$ cat src/rtl/core/stsd_pkg.sv
// Package for the degree-input Taylor sine: shared types, widths and constants.
package stsd_pkg;

  // Field widths of the ports
  localparam int ANGLE_W = 16;
  localparam int TC_W    = 6;
  localparam int OUT_W   = 32;

  // Internal fixed point: magnitudes in Q.40
  localparam int FRAC    = 40;
  localparam int MAG_W   = 52;
  localparam int HALF_W  = MAG_W / 2;
  localparam int ACC_W   = 2 * MAG_W;
  localparam int PROD_W  = 60;
  localparam int SUM_W   = 56;

  // Divider: bits retired per cycle and resulting pass count
  localparam int DIV_BITS  = 4;
  localparam int DIV_STEPS = PROD_W / DIV_BITS;

  // Degree to radian conversion: x = angle * pi * 2^40 / (180 * 128)
  localparam logic [41:0] PI_Q40    = 42'h3243F6A8886;
  localparam int          DEG_SCALE = 23040;
  localparam int          DEG_HALF  = DEG_SCALE / 2;

  // Degree scale is 45 * 2^9: shift out 2^9, then divide by 45 as a product
  // with ceil(2^54 / 45), exact for every dividend below 2^48
  localparam int               DEG_PRE_SHIFT = 9;
  localparam int               RCP_SHIFT     = 54;
  localparam logic [MAG_W-1:0] DEG_RCP       = 52'd400319966877378;

  // First series divisor (2n)(2n+1) at n = 1, and its step offset 8n + 6
  localparam int FIRST_DIVISOR = 6;
  localparam int DIVISOR_STEP  = 6;

  // Output rounding from Q.40 to Q.30 and saturation to one
  localparam int              OUT_SHIFT = FRAC - 30;
  localparam logic [OUT_W-1:0] Q30_ONE  = 32'h4000_0000;

  localparam logic [TC_W-1:0] TERM_COUNT_RESET = 6'd12;

  typedef enum logic [3:0] {
    ST_IDLE,
    ST_CONV_MUL,
    ST_CONV_DIV,
    ST_SQ_MUL,
    ST_TERM_CHK,
    ST_TERM_MUL,
    ST_TERM_DIV
  } stsd_state_e;

  // Multiplier output forms: raw product, Q.40 rounded, reciprocal quotient
  typedef enum logic [1:0] {
    MUL_RAW,
    MUL_Q40,
    MUL_RCP
  } stsd_mul_mode_e;

  // Commands from the controller to the datapath
  typedef struct packed {
    logic load;      // latch angle, start angle * pi product
    logic conv_div;  // start reciprocal product for the degree scale
    logic square;    // latch x, start x * x
    logic init;      // latch x^2, seed term and sum
    logic term_mul;  // start term * x^2
    logic term_div;  // start division by (2n)(2n+1)
    logic accum;     // take new term, add to sum, advance n
    logic emit;      // round, saturate and present the result
  } stsd_cmd_t;

  // Status from the datapath to the controller
  typedef struct packed {
    logic mul_done;
    logic div_done;
    logic last_term;
  } stsd_stat_t;

endpackage

$ cat src/rtl/core/stsd_mul.sv
// Iterative 52x52 magnitude multiplier, one 26x26 partial product per cycle.
module stsd_mul (
  input  logic                            clk_i,
  input  logic                            rst_ni,
  input  logic                            start_i,
  input  stsd_pkg::stsd_mul_mode_e        mode_i,
  input  logic [stsd_pkg::MAG_W-1:0]      a_i,
  input  logic [stsd_pkg::MAG_W-1:0]      b_i,
  output logic [stsd_pkg::PROD_W-1:0]     prod_o,
  output logic                            done_o
);
  import stsd_pkg::*;

  logic [MAG_W-1:0]  a_q, b_q;
  stsd_mul_mode_e    mode_q;
  logic [ACC_W-1:0]  acc_q, acc_d;
  logic [1:0]        step_q;
  logic              run_q, done_q;
  logic [HALF_W-1:0] a_half, b_half;
  logic [MAG_W-1:0]  pp;
  logic [ACC_W-1:0]  pp_ext, pp_sh, rnd;

  // Pick the operand halves for this pass and place the partial product
  always_comb begin
    a_half = step_q[1] ? a_q[MAG_W-1:HALF_W] : a_q[HALF_W-1:0];
    b_half = step_q[0] ? b_q[MAG_W-1:HALF_W] : b_q[HALF_W-1:0];
    pp     = MAG_W'(a_half) * MAG_W'(b_half);
    pp_ext = ACC_W'(pp);
    case (step_q)
      2'd0:    pp_sh = pp_ext;
      2'd1:    pp_sh = pp_ext << HALF_W;
      2'd2:    pp_sh = pp_ext << HALF_W;
      2'd3:    pp_sh = pp_ext << MAG_W;
      default: pp_sh = pp_ext;
    endcase
    acc_d = acc_q + pp_sh;
  end

  // Control: four passes, then a done pulse
  always_ff @(posedge clk_i or negedge rst_ni) begin
    if (!rst_ni) begin
      run_q  <= 1'b0;
      done_q <= 1'b0;
      step_q <= 2'd0;
    end else begin
      done_q <= 1'b0;
      if (start_i) begin
        run_q  <= 1'b1;
        step_q <= 2'd0;
      end else if (run_q) begin
        step_q <= step_q + 2'd1;
        if (step_q == 2'd3) begin
          run_q  <= 1'b0;
          done_q <= 1'b1;
        end
      end
    end
  end

  // Operands and accumulator
  always_ff @(posedge clk_i) begin
    if (start_i) begin
      a_q    <= a_i;
      b_q    <= b_i;
      mode_q <= mode_i;
      acc_q  <= '0;
    end else if (run_q) begin
      acc_q <= acc_d;
    end
  end

  // Raw product, Q.40 product rounded half away from zero, or reciprocal quotient
  assign rnd = acc_q + (ACC_W'(1) << (FRAC - 1));

  always_comb begin
    case (mode_q)
      MUL_RAW: prod_o = acc_q[PROD_W-1:0];
      MUL_Q40: prod_o = rnd[FRAC +: PROD_W];
      MUL_RCP: prod_o = PROD_W'(acc_q[ACC_W-1:RCP_SHIFT]);
      default: prod_o = acc_q[PROD_W-1:0];
    endcase
  end

  assign done_o = done_q;

endmodule

$ cat src/rtl/core/stsd_div.sv
// Restoring divider for a narrow divisor, four quotient bits per cycle.
module stsd_div #(
  parameter int DVW = 15
) (
  input  logic                        clk_i,
  input  logic                        rst_ni,
  input  logic                        start_i,
  input  logic [stsd_pkg::PROD_W-1:0] dividend_i,
  input  logic [DVW-1:0]              divisor_i,
  output logic [stsd_pkg::PROD_W-1:0] quotient_o,
  output logic                        done_o
);
  import stsd_pkg::*;

  localparam int CNT_W = $clog2(DIV_STEPS);

  logic [PROD_W-1:0] quo_q, quo_d;
  logic [DVW-1:0]    rem_q, rem_d, dvs_q;
  logic [CNT_W-1:0]  cnt_q;
  logic              run_q, done_q;

  // Retire four dividend bits: shift in, compare, subtract
  always_comb begin
    logic [DVW:0] trial;
    quo_d = quo_q;
    rem_d = rem_q;
    for (int k = 0; k < DIV_BITS; k++) begin
      trial = {rem_d, quo_d[PROD_W-1]};
      quo_d = {quo_d[PROD_W-2:0], 1'b0};
      if (trial >= {1'b0, dvs_q}) begin
        trial    = trial - {1'b0, dvs_q};
        quo_d[0] = 1'b1;
      end
      rem_d = trial[DVW-1:0];
    end
  end

  // Control: fixed pass count, then a done pulse
  always_ff @(posedge clk_i or negedge rst_ni) begin
    if (!rst_ni) begin
      run_q  <= 1'b0;
      done_q <= 1'b0;
      cnt_q  <= '0;
    end else begin
      done_q <= 1'b0;
      if (start_i) begin
        run_q <= 1'b1;
        cnt_q <= '0;
      end else if (run_q) begin
        cnt_q <= cnt_q + CNT_W'(1);
        if (cnt_q == CNT_W'(DIV_STEPS - 1)) begin
          run_q  <= 1'b0;
          done_q <= 1'b1;
        end
      end
    end
  end

  // Dividend/quotient shift register and partial remainder
  always_ff @(posedge clk_i) begin
    if (start_i) begin
      quo_q <= dividend_i;
      rem_q <= '0;
      dvs_q <= divisor_i;
    end else if (run_q) begin
      quo_q <= quo_d;
      rem_q <= rem_d;
    end
  end

  assign quotient_o = quo_q;
  assign done_o     = done_q;

endmodule

$ cat src/rtl/core/stsd_datapath.sv
// Datapath: term count register, conversion, series recurrence and output rounding.
module stsd_datapath #(
  parameter int MAX_TERMS = 32
) (
  input  logic                          clk_i,
  input  logic                          rst_ni,
  input  stsd_pkg::stsd_cmd_t           cmd_i,
  output stsd_pkg::stsd_stat_t          stat_o,
  input  logic signed [stsd_pkg::ANGLE_W-1:0] angle_deg_i,
  input  logic                          cfg_we_i,
  input  logic [stsd_pkg::TC_W-1:0]     term_count_i,
  output logic signed [stsd_pkg::OUT_W-1:0]   sine_value_o,
  output logic                          done_o
);
  import stsd_pkg::*;

  localparam int CW   = $clog2(MAX_TERMS + 1);
  localparam int DVW  = 2 * CW + 2;
  localparam int CMPW = ((CW > TC_W) ? CW : TC_W) + 1;

  logic [TC_W-1:0]         tc_q;
  logic [CW-1:0]           cnt_q, cnt_d, n_q;
  logic                    x_neg_q, term_neg_q;
  logic [MAG_W-1:0]        x_q, x2_q, term_q;
  logic signed [SUM_W-1:0] sum_q;
  logic [DVW-1:0]          dvs_q;
  logic [OUT_W-1:0]        res_q, res_d;
  logic                    done_q;

  logic [ANGLE_W-1:0]      ang_mag;
  logic                    mul_start, mul_done;
  stsd_mul_mode_e          mul_mode;
  logic [MAG_W-1:0]        mul_a, mul_b;
  logic [PROD_W-1:0]       mul_p;
  logic                    div_start, div_done;
  logic [PROD_W-1:0]       div_num, div_quo;
  logic [DVW-1:0]          div_dvs;
  logic [MAG_W-1:0]        quo_mag;
  logic signed [SUM_W-1:0] x_ext, q_ext;
  logic [SUM_W-1:0]        sum_mag, sum_rnd;
  logic [OUT_W-1:0]        sat_mag;

  // Term count register
  always_ff @(posedge clk_i or negedge rst_ni) begin
    if (!rst_ni) begin
      tc_q <= TERM_COUNT_RESET;
    end else if (cfg_we_i) begin
      tc_q <= term_count_i;
    end
  end

  // Clamp the term count to 1..MAX_TERMS
  always_comb begin
    if (tc_q == '0) begin
      cnt_d = CW'(1);
    end else if (CMPW'(tc_q) > CMPW'(MAX_TERMS)) begin
      cnt_d = CW'(MAX_TERMS);
    end else begin
      cnt_d = CW'(tc_q);
    end
  end

  // Angle magnitude; the most negative code maps to 2^15
  assign ang_mag = angle_deg_i[ANGLE_W-1] ? ANGLE_W'(-angle_deg_i) : ANGLE_W'(angle_deg_i);
  assign quo_mag = div_quo[MAG_W-1:0];

  // Multiplier operand select; the degree scale is a reciprocal product
  always_comb begin
    mul_start = cmd_i.load | cmd_i.conv_div | cmd_i.square | cmd_i.term_mul;
    if (cmd_i.load) begin
      mul_mode = MUL_RAW;
      mul_a    = MAG_W'(ang_mag);
      mul_b    = MAG_W'(PI_Q40);
    end else if (cmd_i.conv_div) begin
      mul_mode = MUL_RCP;
      mul_a    = MAG_W'((mul_p + PROD_W'(DEG_HALF)) >> DEG_PRE_SHIFT);
      mul_b    = DEG_RCP;
    end else if (cmd_i.square) begin
      mul_mode = MUL_Q40;
      mul_a    = mul_p[MAG_W-1:0];
      mul_b    = mul_p[MAG_W-1:0];
    end else begin
      mul_mode = MUL_Q40;
      mul_a    = term_q;
      mul_b    = x2_q;
    end
  end

  // Divider operands; the half divisor gives rounding to nearest
  assign div_start = cmd_i.term_div;
  assign div_num   = mul_p + PROD_W'(dvs_q >> 1);
  assign div_dvs   = dvs_q;

  stsd_mul u_mul (
    .clk_i   (clk_i),
    .rst_ni  (rst_ni),
    .start_i (mul_start),
    .mode_i  (mul_mode),
    .a_i     (mul_a),
    .b_i     (mul_b),
    .prod_o  (mul_p),
    .done_o  (mul_done)
  );

  stsd_div #(
    .DVW (DVW)
  ) u_div (
    .clk_i      (clk_i),
    .rst_ni     (rst_ni),
    .start_i    (div_start),
    .dividend_i (div_num),
    .divisor_i  (div_dvs),
    .quotient_o (div_quo),
    .done_o     (div_done)
  );

  assign x_ext = SUM_W'(x_q);
  assign q_ext = SUM_W'(quo_mag);

  // Series registers
  always_ff @(posedge clk_i) begin
    if (cmd_i.load) begin
      x_neg_q <= angle_deg_i[ANGLE_W-1];
      cnt_q   <= cnt_d;
    end
    if (cmd_i.square) begin
      x_q <= mul_p[MAG_W-1:0];
    end
    if (cmd_i.init) begin
      x2_q       <= mul_p[MAG_W-1:0];
      term_q     <= x_q;
      term_neg_q <= x_neg_q;
      sum_q      <= x_neg_q ? -x_ext : x_ext;
      n_q        <= CW'(1);
      dvs_q      <= DVW'(FIRST_DIVISOR);
    end
    // Each new term flips sign; next divisor is (2n+2)(2n+3)
    if (cmd_i.accum) begin
      term_q     <= quo_mag;
      term_neg_q <= !term_neg_q;
      sum_q      <= term_neg_q ? sum_q + q_ext : sum_q - q_ext;
      n_q        <= n_q + CW'(1);
      dvs_q      <= dvs_q + DVW'({n_q, 3'b000}) + DVW'(DIVISOR_STEP);
    end
    if (cmd_i.emit) begin
      res_q <= res_d;
    end
  end

  // Round Q.40 to Q.30 and saturate to one
  always_comb begin
    sum_mag = sum_q[SUM_W-1] ? SUM_W'(-sum_q) : SUM_W'(sum_q);
    sum_rnd = (sum_mag + (SUM_W'(1) << (OUT_SHIFT - 1))) >> OUT_SHIFT;
    sat_mag = (sum_rnd > SUM_W'(Q30_ONE)) ? Q30_ONE : sum_rnd[OUT_W-1:0];
    res_d   = sum_q[SUM_W-1] ? -sat_mag : sat_mag;
  end

  // Result strobe
  always_ff @(posedge clk_i or negedge rst_ni) begin
    if (!rst_ni) begin
      done_q <= 1'b0;
    end else begin
      done_q <= cmd_i.emit;
    end
  end

  assign stat_o.mul_done  = mul_done;
  assign stat_o.div_done  = div_done;
  assign stat_o.last_term = (n_q >= cnt_q);
  assign sine_value_o     = res_q;
  assign done_o           = done_q;

endmodule

$ cat src/rtl/core/stsd_ctrl.sv
// Controller: sequences conversion, squaring and the per-term multiply and divide.
module stsd_ctrl (
  input  logic                 clk_i,
  input  logic                 rst_ni,
  input  logic                 start_i,
  input  stsd_pkg::stsd_stat_t stat_i,
  output stsd_pkg::stsd_cmd_t  cmd_o,
  output logic                 busy_o
);
  import stsd_pkg::*;

  stsd_state_e state_q, state_d;

  // State register
  always_ff @(posedge clk_i or negedge rst_ni) begin
    if (!rst_ni) begin
      state_q <= ST_IDLE;
    end else begin
      state_q <= state_d;
    end
  end

  // Next state and commands
  always_comb begin
    state_d = state_q;
    cmd_o   = '0;
    case (state_q)
      ST_IDLE: begin
        if (start_i) begin
          cmd_o.load = 1'b1;
          state_d    = ST_CONV_MUL;
        end
      end
      ST_CONV_MUL: begin
        if (stat_i.mul_done) begin
          cmd_o.conv_div = 1'b1;
          state_d        = ST_CONV_DIV;
        end
      end
      // Degree scale runs as a reciprocal product on the multiplier
      ST_CONV_DIV: begin
        if (stat_i.mul_done) begin
          cmd_o.square = 1'b1;
          state_d      = ST_SQ_MUL;
        end
      end
      ST_SQ_MUL: begin
        if (stat_i.mul_done) begin
          cmd_o.init = 1'b1;
          state_d    = ST_TERM_CHK;
        end
      end
      ST_TERM_CHK: begin
        if (stat_i.last_term) begin
          cmd_o.emit = 1'b1;
          state_d    = ST_IDLE;
        end else begin
          cmd_o.term_mul = 1'b1;
          state_d        = ST_TERM_MUL;
        end
      end
      ST_TERM_MUL: begin
        if (stat_i.mul_done) begin
          cmd_o.term_div = 1'b1;
          state_d        = ST_TERM_DIV;
        end
      end
      ST_TERM_DIV: begin
        if (stat_i.div_done) begin
          cmd_o.accum = 1'b1;
          state_d     = ST_TERM_CHK;
        end
      end
      default: begin
        state_d = ST_IDLE;
      end
    endcase
  end

  assign busy_o = (state_q != ST_IDLE);

endmodule

$ cat src/rtl/core/sine_taylor_series_degrees.sv
// Top level: sine of an angle in degrees by a truncated Taylor series.
//
//   channel   signals                          direction     handshake
//   ------    -------------------------------  ------------  --------------------------
//   command   start, busy, angle_deg_i         in, busy out  start & !busy takes a word
//   result    done_o, sine_value_o             out           one-cycle strobe, no stall
//   config    valid, ready, term_count_i       in, ready out valid & ready writes
//
// One angle runs the angle product, the reciprocal product for the degree
// scale and the square on the shared 26x26 multiplier; each further term, up to
// the clamped term count, costs four multiplier passes and fifteen passes of the
// radix-16 divider.
// Reset (rst_ni low, asynchronous) returns the controller to idle and the term
// count to 12. The result strobe cannot be held off; busy falls in the cycle
// the strobe rises, so the next word can be taken alongside it.
module sine_taylor_series_degrees #(
  parameter int MAX_TERMS = 32
) (
  input  logic                                clk_i,
  input  logic                                rst_ni,
  input  logic                                start,
  output logic                                busy,
  input  logic signed [stsd_pkg::ANGLE_W-1:0] angle_deg_i,
  output logic                                done_o,
  output logic signed [stsd_pkg::OUT_W-1:0]   sine_value_o,
  input  logic                                valid,
  output logic                                ready,
  input  logic [stsd_pkg::TC_W-1:0]           term_count_i
);
  import stsd_pkg::*;

  stsd_cmd_t  cmd;
  stsd_stat_t stat;
  logic       cfg_we;

  // Config writes are always taken
  assign ready  = 1'b1;
  assign cfg_we = valid & ready;

  stsd_ctrl u_ctrl (
    .clk_i   (clk_i),
    .rst_ni  (rst_ni),
    .start_i (start),
    .stat_i  (stat),
    .cmd_o   (cmd),
    .busy_o  (busy)
  );

  stsd_datapath #(
    .MAX_TERMS (MAX_TERMS)
  ) u_datapath (
    .clk_i        (clk_i),
    .rst_ni       (rst_ni),
    .cmd_i        (cmd),
    .stat_o       (stat),
    .angle_deg_i  (angle_deg_i),
    .cfg_we_i     (cfg_we),
    .term_count_i (term_count_i),
    .sine_value_o (sine_value_o),
    .done_o       (done_o)
  );

endmodule

$ cat config.mk
export PLATFORM = sky130hd
export DESIGN_NAME = sine_taylor_series_degrees
export DESIGN_NICKNAME = d
export VERILOG_FILES = /design/src/rtl/core/stsd_pkg.sv /design/src/rtl/core/stsd_mul.sv /design/src/rtl/core/stsd_div.sv /design/src/rtl/core/stsd_datapath.sv /design/src/rtl/core/stsd_ctrl.sv /design/src/rtl/core/sine_taylor_series_degrees.sv
export SDC_FILE = /design/constraint.sdc
export NUM_CORES = 2
export LEC_CHECK = 0
export BUFFER_PORTS_ARGS = -buffer_cell sky130_fd_sc_hd__buf_2
export CAP_MARGIN = 25
export CELL_PAD_IN_SITES_DETAIL_PLACEMENT = 0
export CELL_PAD_IN_SITES_GLOBAL_PLACEMENT = 1
export CORE_MARGIN = 2
export CORE_UTILIZATION = 46
export DETAILED_ROUTE_END_ITERATION = 10
export PLACE_DENSITY_LB_ADDON = 0.1
export SYNTH_ARGS = -nofsm -noshare
export SYNTH_HDL_FRONTEND = slang
export SYNTH_SLANG_ARGS = --single-unit
$ cat constraint.sdc
create_clock -name clk_i -period 12.6 [get_ports clk_i]
set_clock_uncertainty 0.05 [all_clocks]
set_input_delay 2.52 -clock clk_i [delete_from_list [all_inputs] [get_ports clk_i]]
set_output_delay 2.52 -clock clk_i [all_outputs]
set_load 0.1 [all_outputs]
# == Word level (Yosys, flattened, before mapping) ==
# Index checks and enable logic that the tools add are counted.
# word_totals
regBits,591
latch_bits,0
mem_bits_rw,0
mem_bits_ro,0
in_bits,26
output_inout_bits,35
word_cells,165
memories,0
# classes
addsub,20
n_mul,1
n_div,0
magnitude_cmp,7
n_eq_ne,18
n_shift,0
mux,74
bitwise,3
n_reduce_logical,12
# op_table
operator,n
$pmux 104 s3,1
$mux 56,5
$mux 52,4
$mux 60,2
$pmux 60 s2,1
$add 104x104->104,1
$add 100x40->100 const B,1
$mux 14,6
$mux 32,2
$add 60x13->60,1
$add 60x14->60 const B,1
$ge 15x14->1,4
$add 56x10->56 const B,1
$add 56x53->56,1
$neg 52->56,1
$neg 56->56,1
$sub 14x14->14,4
$sub 56x53->56,1
$mul 26x26->52,1
$mux 26,2
$mux 51,1
$mux 49,1
$gt 46x31->1 const B,1
$mux 16,2
other kinds (31),89

# == Longest topological paths before layout ==
# depth
ltp_word,10
mapped_depth,49
ltp_nobuf,45

# == By module ==
# A second synthesis with hierarchy kept.
# unflattened
hier_cells,7974
hier_area_um2,69705.6
# modules_own_cells
module,n_inst,cells_per_inst,area_each_um2,seq_area_each_um2
stsd_mul,1,4561,38374.3,5365.1
stsd_datapath,1,2673,23790.3,8315.5
stsd_div,1,708,7254.5,2652.5
stsd_ctrl,1,30,275.3,75.1
sine_taylor_series_degrees,1,2,11.3,0.0

# == Worst setup path after synthesis ==
# No wires, ideal clock.
# synth_path
kind,register to register
start,register u_datapath.u_mul.step_q[0]
end,register u_datapath.u_mul.acc_q[102]
setup_ns,0.087
arrival_time_ns,11.693
required_ns,12.463
slack_ns,0.770
path_stages_with_launch,41
path_buffers,5
period_less_slack_ns,11.830
cell_sequence,dfrtp_1 > clkbuf_1 > clkbuf_1 > clkbuf_1 > mux2i_1 > clkbuf_1 > nor2_1 > fa_1 > fa_1 > fa_1 > fa_1 > fa_1 > fa_1 > inv_1 > fa_1 > inv_1 > ha_1 > a21oi_1 > (+5 left out) > and2_1 > a41o_1 > a21o_1 > a21oi_1 > nor4_1 > o41ai_1 > o22ai_1 > ha_1 > clkbuf_1 > nand4_1 > or2_2 > or4_1 > o21ai_0 > o211ai_1 > a21bo_2 > a2111oi_0 > nor3_1 > o31ai_1
# synth_between
elab_chain_len,4
elab_cells_between_ends,9
classes_between,add/sub (1); mul (1); eq/ne (3); mux (2); reduce/logical (2)
# synth_rtl
item,line,source
from (decl),stsd_mul.sv:17,logic [1:0] step_q;
from (signal assigned),stsd_mul.sv:51,step_q <= step_q + 2'd1;
"$mux 26, or another cell as far along",stsd_mul.sv:26,b_half = step_q[0] ? b_q[MAG_W-1:HALF_W] : b_q[HALF_W-1:0];
$mul 26x26->52 or $reduce_or 2->1 (tied branches),--,
$pmux 104 s3 *,stsd_mul.sv:29,case (step_q)
$add 104x104->104 *,stsd_mul.sv:36,acc_d = acc_q + pp_sh;
to (signal assigned),stsd_mul.sv:66,acc_q <= '0;
to (signal assigned),stsd_mul.sv:68,acc_q <= acc_d;
to (decl),stsd_mul.sv:16,"logic [ACC_W-1:0] acc_q, acc_d;"
# Every way passes the cells marked *; elsewhere a longest branch is shown, timed or not.
# A chain may end at the register's enable or synchronous reset.

# == Final worst setup path ==
# layout_path
start,register u_datapath.u_mul.step_q[1]
end,register u_datapath.u_mul.acc_q[103]
# layout_between
elab_chain_len,4
elab_cells_between_ends,9
classes_between,add/sub (1); mul (1); eq/ne (3); mux (2); reduce/logical (2)
# layout_rtl
item,line,source
"$mux 26, or another cell as far along",stsd_mul.sv:25,a_half = step_q[1] ? a_q[MAG_W-1:HALF_W] : a_q[HALF_W-1:0];
$mul 26x26->52 or $reduce_or 2->1 (tied branches),--,
$pmux 104 s3 *,stsd_mul.sv:29,
$add 104x104->104 *,stsd_mul.sv:36,
# Marked as above.

==> run summary <==
Outcome -> finished clean
CTS max path bufs -> 3
Placement Cell Area -> 71700 um^2
CORE AREA -> 147000 um^2
Detailed router's first-iteration violation count -> 5838
GP Congestion -> 1.01
Clock Pin Slew Worst Setup and Hold Paths -> 60 ps
WL/cell -> 26.9 um
Seq cells post-synth -> 588
Via count -> 59900
Largest net degree at the start of global routing -> 143
Post-Synthesis Cells -> 7915
Antenna violations before repair -> 16
Site Rows -> 141
Worst Setup Start Kind -> register
Sequential Area -> 16400 um^2
Synth Warn # -> 0
GRT overflow -> 0
Drc violations -> 0
Largest cells by area after synthesis -> edfxtp_1 20%, fa_1 17%, ha_1 8.1%, nand2_1 5.6%, nor2_1 4.6%
Most used DFF post-synth -> edfxtp_1
Die area -> 151000 um^2
Slew headroom -> 16.0%
Drt total wl -> 267000 um
Post-DRT Antenna Nets -> 0
Fin cells -> 9922
Nature of the critical path endpoint -> register
Layout area overhead -> 9.17%
Post-Synth Adder-Cell Area -> 25.2%
Multi-input gate area in the final layout -> 47500 um^2
Slew @ Worst Pin -> 1250 ps
Nets -> 8973
Total GRT Usage -> 35.1%
Most frequent cells in the layout -> 1007 x nand2_1, 839 x nor2_1, 790 x inv_1
WHS -> 422 ps
Asr flop ratio synth -> 3.40%
Reg-to-reg setup timing slack -> 440 ps
Share of layout cells above drive strength 1 -> 8.42%
IO Count -> 61
Seq/Total Area, Yosys -> 24.0%
Dpl hpwl -> 210000 um
Final setup viols -> 0
Placed Cells -> 9773
Period utilization -> 96.5%
Simple-Gate Fraction of Synth Area -> 18.4%
Via/cell ratio -> 6.04
Post-Syn Area -> 68100 um^2
Final Cell Area -> 74400 um^2
Distinct cell type count after synthesis -> 113
Worst Path Required -> 13160 ps
Max-cap check violation count -> 0
Most common cell after layout, fill and taps aside -> nand2_1
Num CTS Buffers -> 75
Compound-cell area share of the yosys netlist -> 14.9%
Worst skew pair latency -> 700 ps
Clock sink count -> 588
Fin crit period -> 12160 ps
Hold Crit Class -> reg2reg
Width of the die -> 389 um
Filler cell count in the final layout -> 14200
Vias in the first global route -> 58800
Main combinational cell family by area after synthesis -> adder cells
Fin. max-slew vios -> 0
FMAX -> 82.2 MHz
PortBufs -> 59
CP dominant cell by count -> fa_1
CP max FO -> 13
CTS tree -> built
Crit path DAT -> 12720 ps
Post-synthesis mux area share -> 3.34%
CTS H-tree depth -> 3
Number of flops mapped to enable cells by yosys -> 450
Die Ht -> 389 um
Critical path class -> reg2reg
Top cell type's share of synthesized area -> 19.8%
Hold-fix buffers, CTS -> 0
RSZ-0062 raised after global routing -> no
Initial DRT Pass Iterations -> 6
First-pass GRT wire length -> 395000 um
Initial Util -> 46.2%
CP max stage cell -> dfrtp_4
Crit-path max cell delay -> 610 ps
Post-Synth XOR/XNOR Area -> 7.56%
Hold Vio Cnt, Final -> 0
Yosys top cell by area -> edfxtp_1
Avg Cell Area, Syn -> 8.61 um^2
Root Driver -> clkbuf_16
## path summary, 6_finish.rpt
path / cells past startpoint / startpoint / endpoint
max in group asynchronous: 1 / rst_ni / u_datapath.u_mul.run_q
hold reg to reg: 2 / u_datapath.u_div.rem_q[13] / u_datapath.u_div.rem_q[13]
min in group asynchronous: 1 / rst_ni / u_datapath.tc_q[1]
hold / removal: 2 / u_datapath.u_div.rem_q[13] / u_datapath.u_div.rem_q[13]
setup reg to reg: 46 / u_datapath.u_mul.step_q[1] / u_datapath.u_mul.acc_q[103]
setup / recovery: 46 / u_datapath.u_mul.step_q[1] / u_datapath.u_mul.acc_q[103]
## per-layer routing
layer / track usage, % / vias to the layer above / part of all wire [%]
met5: 0 / - / 0
met4: 18.5 / 0 / 6.0
met3: 4.99 / 511 / 7.7
met2: 54.8 / 2640 / 45
met1: 47.3 / 29600 / 42
li1: - / 27100 / -
## area by class of cell
cell class / instances / share of cell area [%]
antenna: 7 / 0.0236
clock buffer: 90 / 2.65
clock inverter: 47 / 0.697
inverter: 799 / 4.05
multi-input combinational: 6142 / 63.9
sequential: 588 / 22.0
tap: 1930 / 3.25
timing repair buffer: 319 / 3.42
## through the flow
stage / setup WS [ps] / TNS, ps / utilization [%]
6_report: 441 / 0 / 50.5
5_1_grt: 24.8 / 0 / 50.5
4_1_cts: 41.5 / 0 / 50.4
3_5_place_dp: 82.5 / 0 / 48.7
3_3_place_gp: -51.4 / -140 / 48.6
2_1_floorplan: 770 / 0 / -
## state kept, by name, summed over array words and instances (netlist names), 14 cells and up
name / flops
u_datapath.term_q: 52
u_datapath.u_div.rem_q: 14
u_datapath.u_mul.b_q: 52
u_datapath.u_mul.acc_q: 104
u_datapath.u_mul.a_q: 52
u_datapath.u_div.quotient_o: 60
u_datapath.x2_q: 52
u_datapath.sine_value_o: 32
u_datapath.sum_q: 56
u_datapath.x_q: 52
## cells in the mapped netlist, drive strengths merged (72+ instances only)
| cell type | count |
|---|---|
| nand3 | 144 |
| inv | 796 |
| clkbuf | 333 |
| xor2 | 274 |
| mux2i | 146 |
| mux2 | 72 |
| edfxtp | 450 |
| a21o | 155 |
| xnor2 | 311 |
| dfxtp | 118 |
| nand4 | 96 |
| nor2 | 845 |
| ha | 441 |
| o21ai | 412 |
| nor3 | 138 |
| nand2 | 1008 |
| a21oi | 403 |
| fa | 581 |
## critical path, delay by kind of cell (launching register included)
family	cells	cell delay, ps
AOI/OAI and AO/OA	20	4560
adders and majority gates	9	4460
buffers and inverters	7	950
and+or+nand+nor	7	650
DFF	1	610
xor gates and xnor gates	2	570
muxes	1	230
## logic make-up after synthesis
| family | Yosys count |
|---|---|
| xor+xnor | 586 |
| buf+inv | 1188 |
| flops | 588 |
| fa+ha+maj | 1022 |
| other cells | 2 |
| mux | 218 |
| simple gates | 2737 |
| compound gates | 1574 |
## what timing repair did
| item | in CTS | in global routing |
|---|---|---|
| gates resized for setup | 1 | 27 |
| setup buffers | 0 | 5 |
| setup endpoints to repair | 1 | 45 |
Power is left out: the tool's default activity adds up to more than one toggle a clock period on the data nets, which glitch-free logic cannot reach.
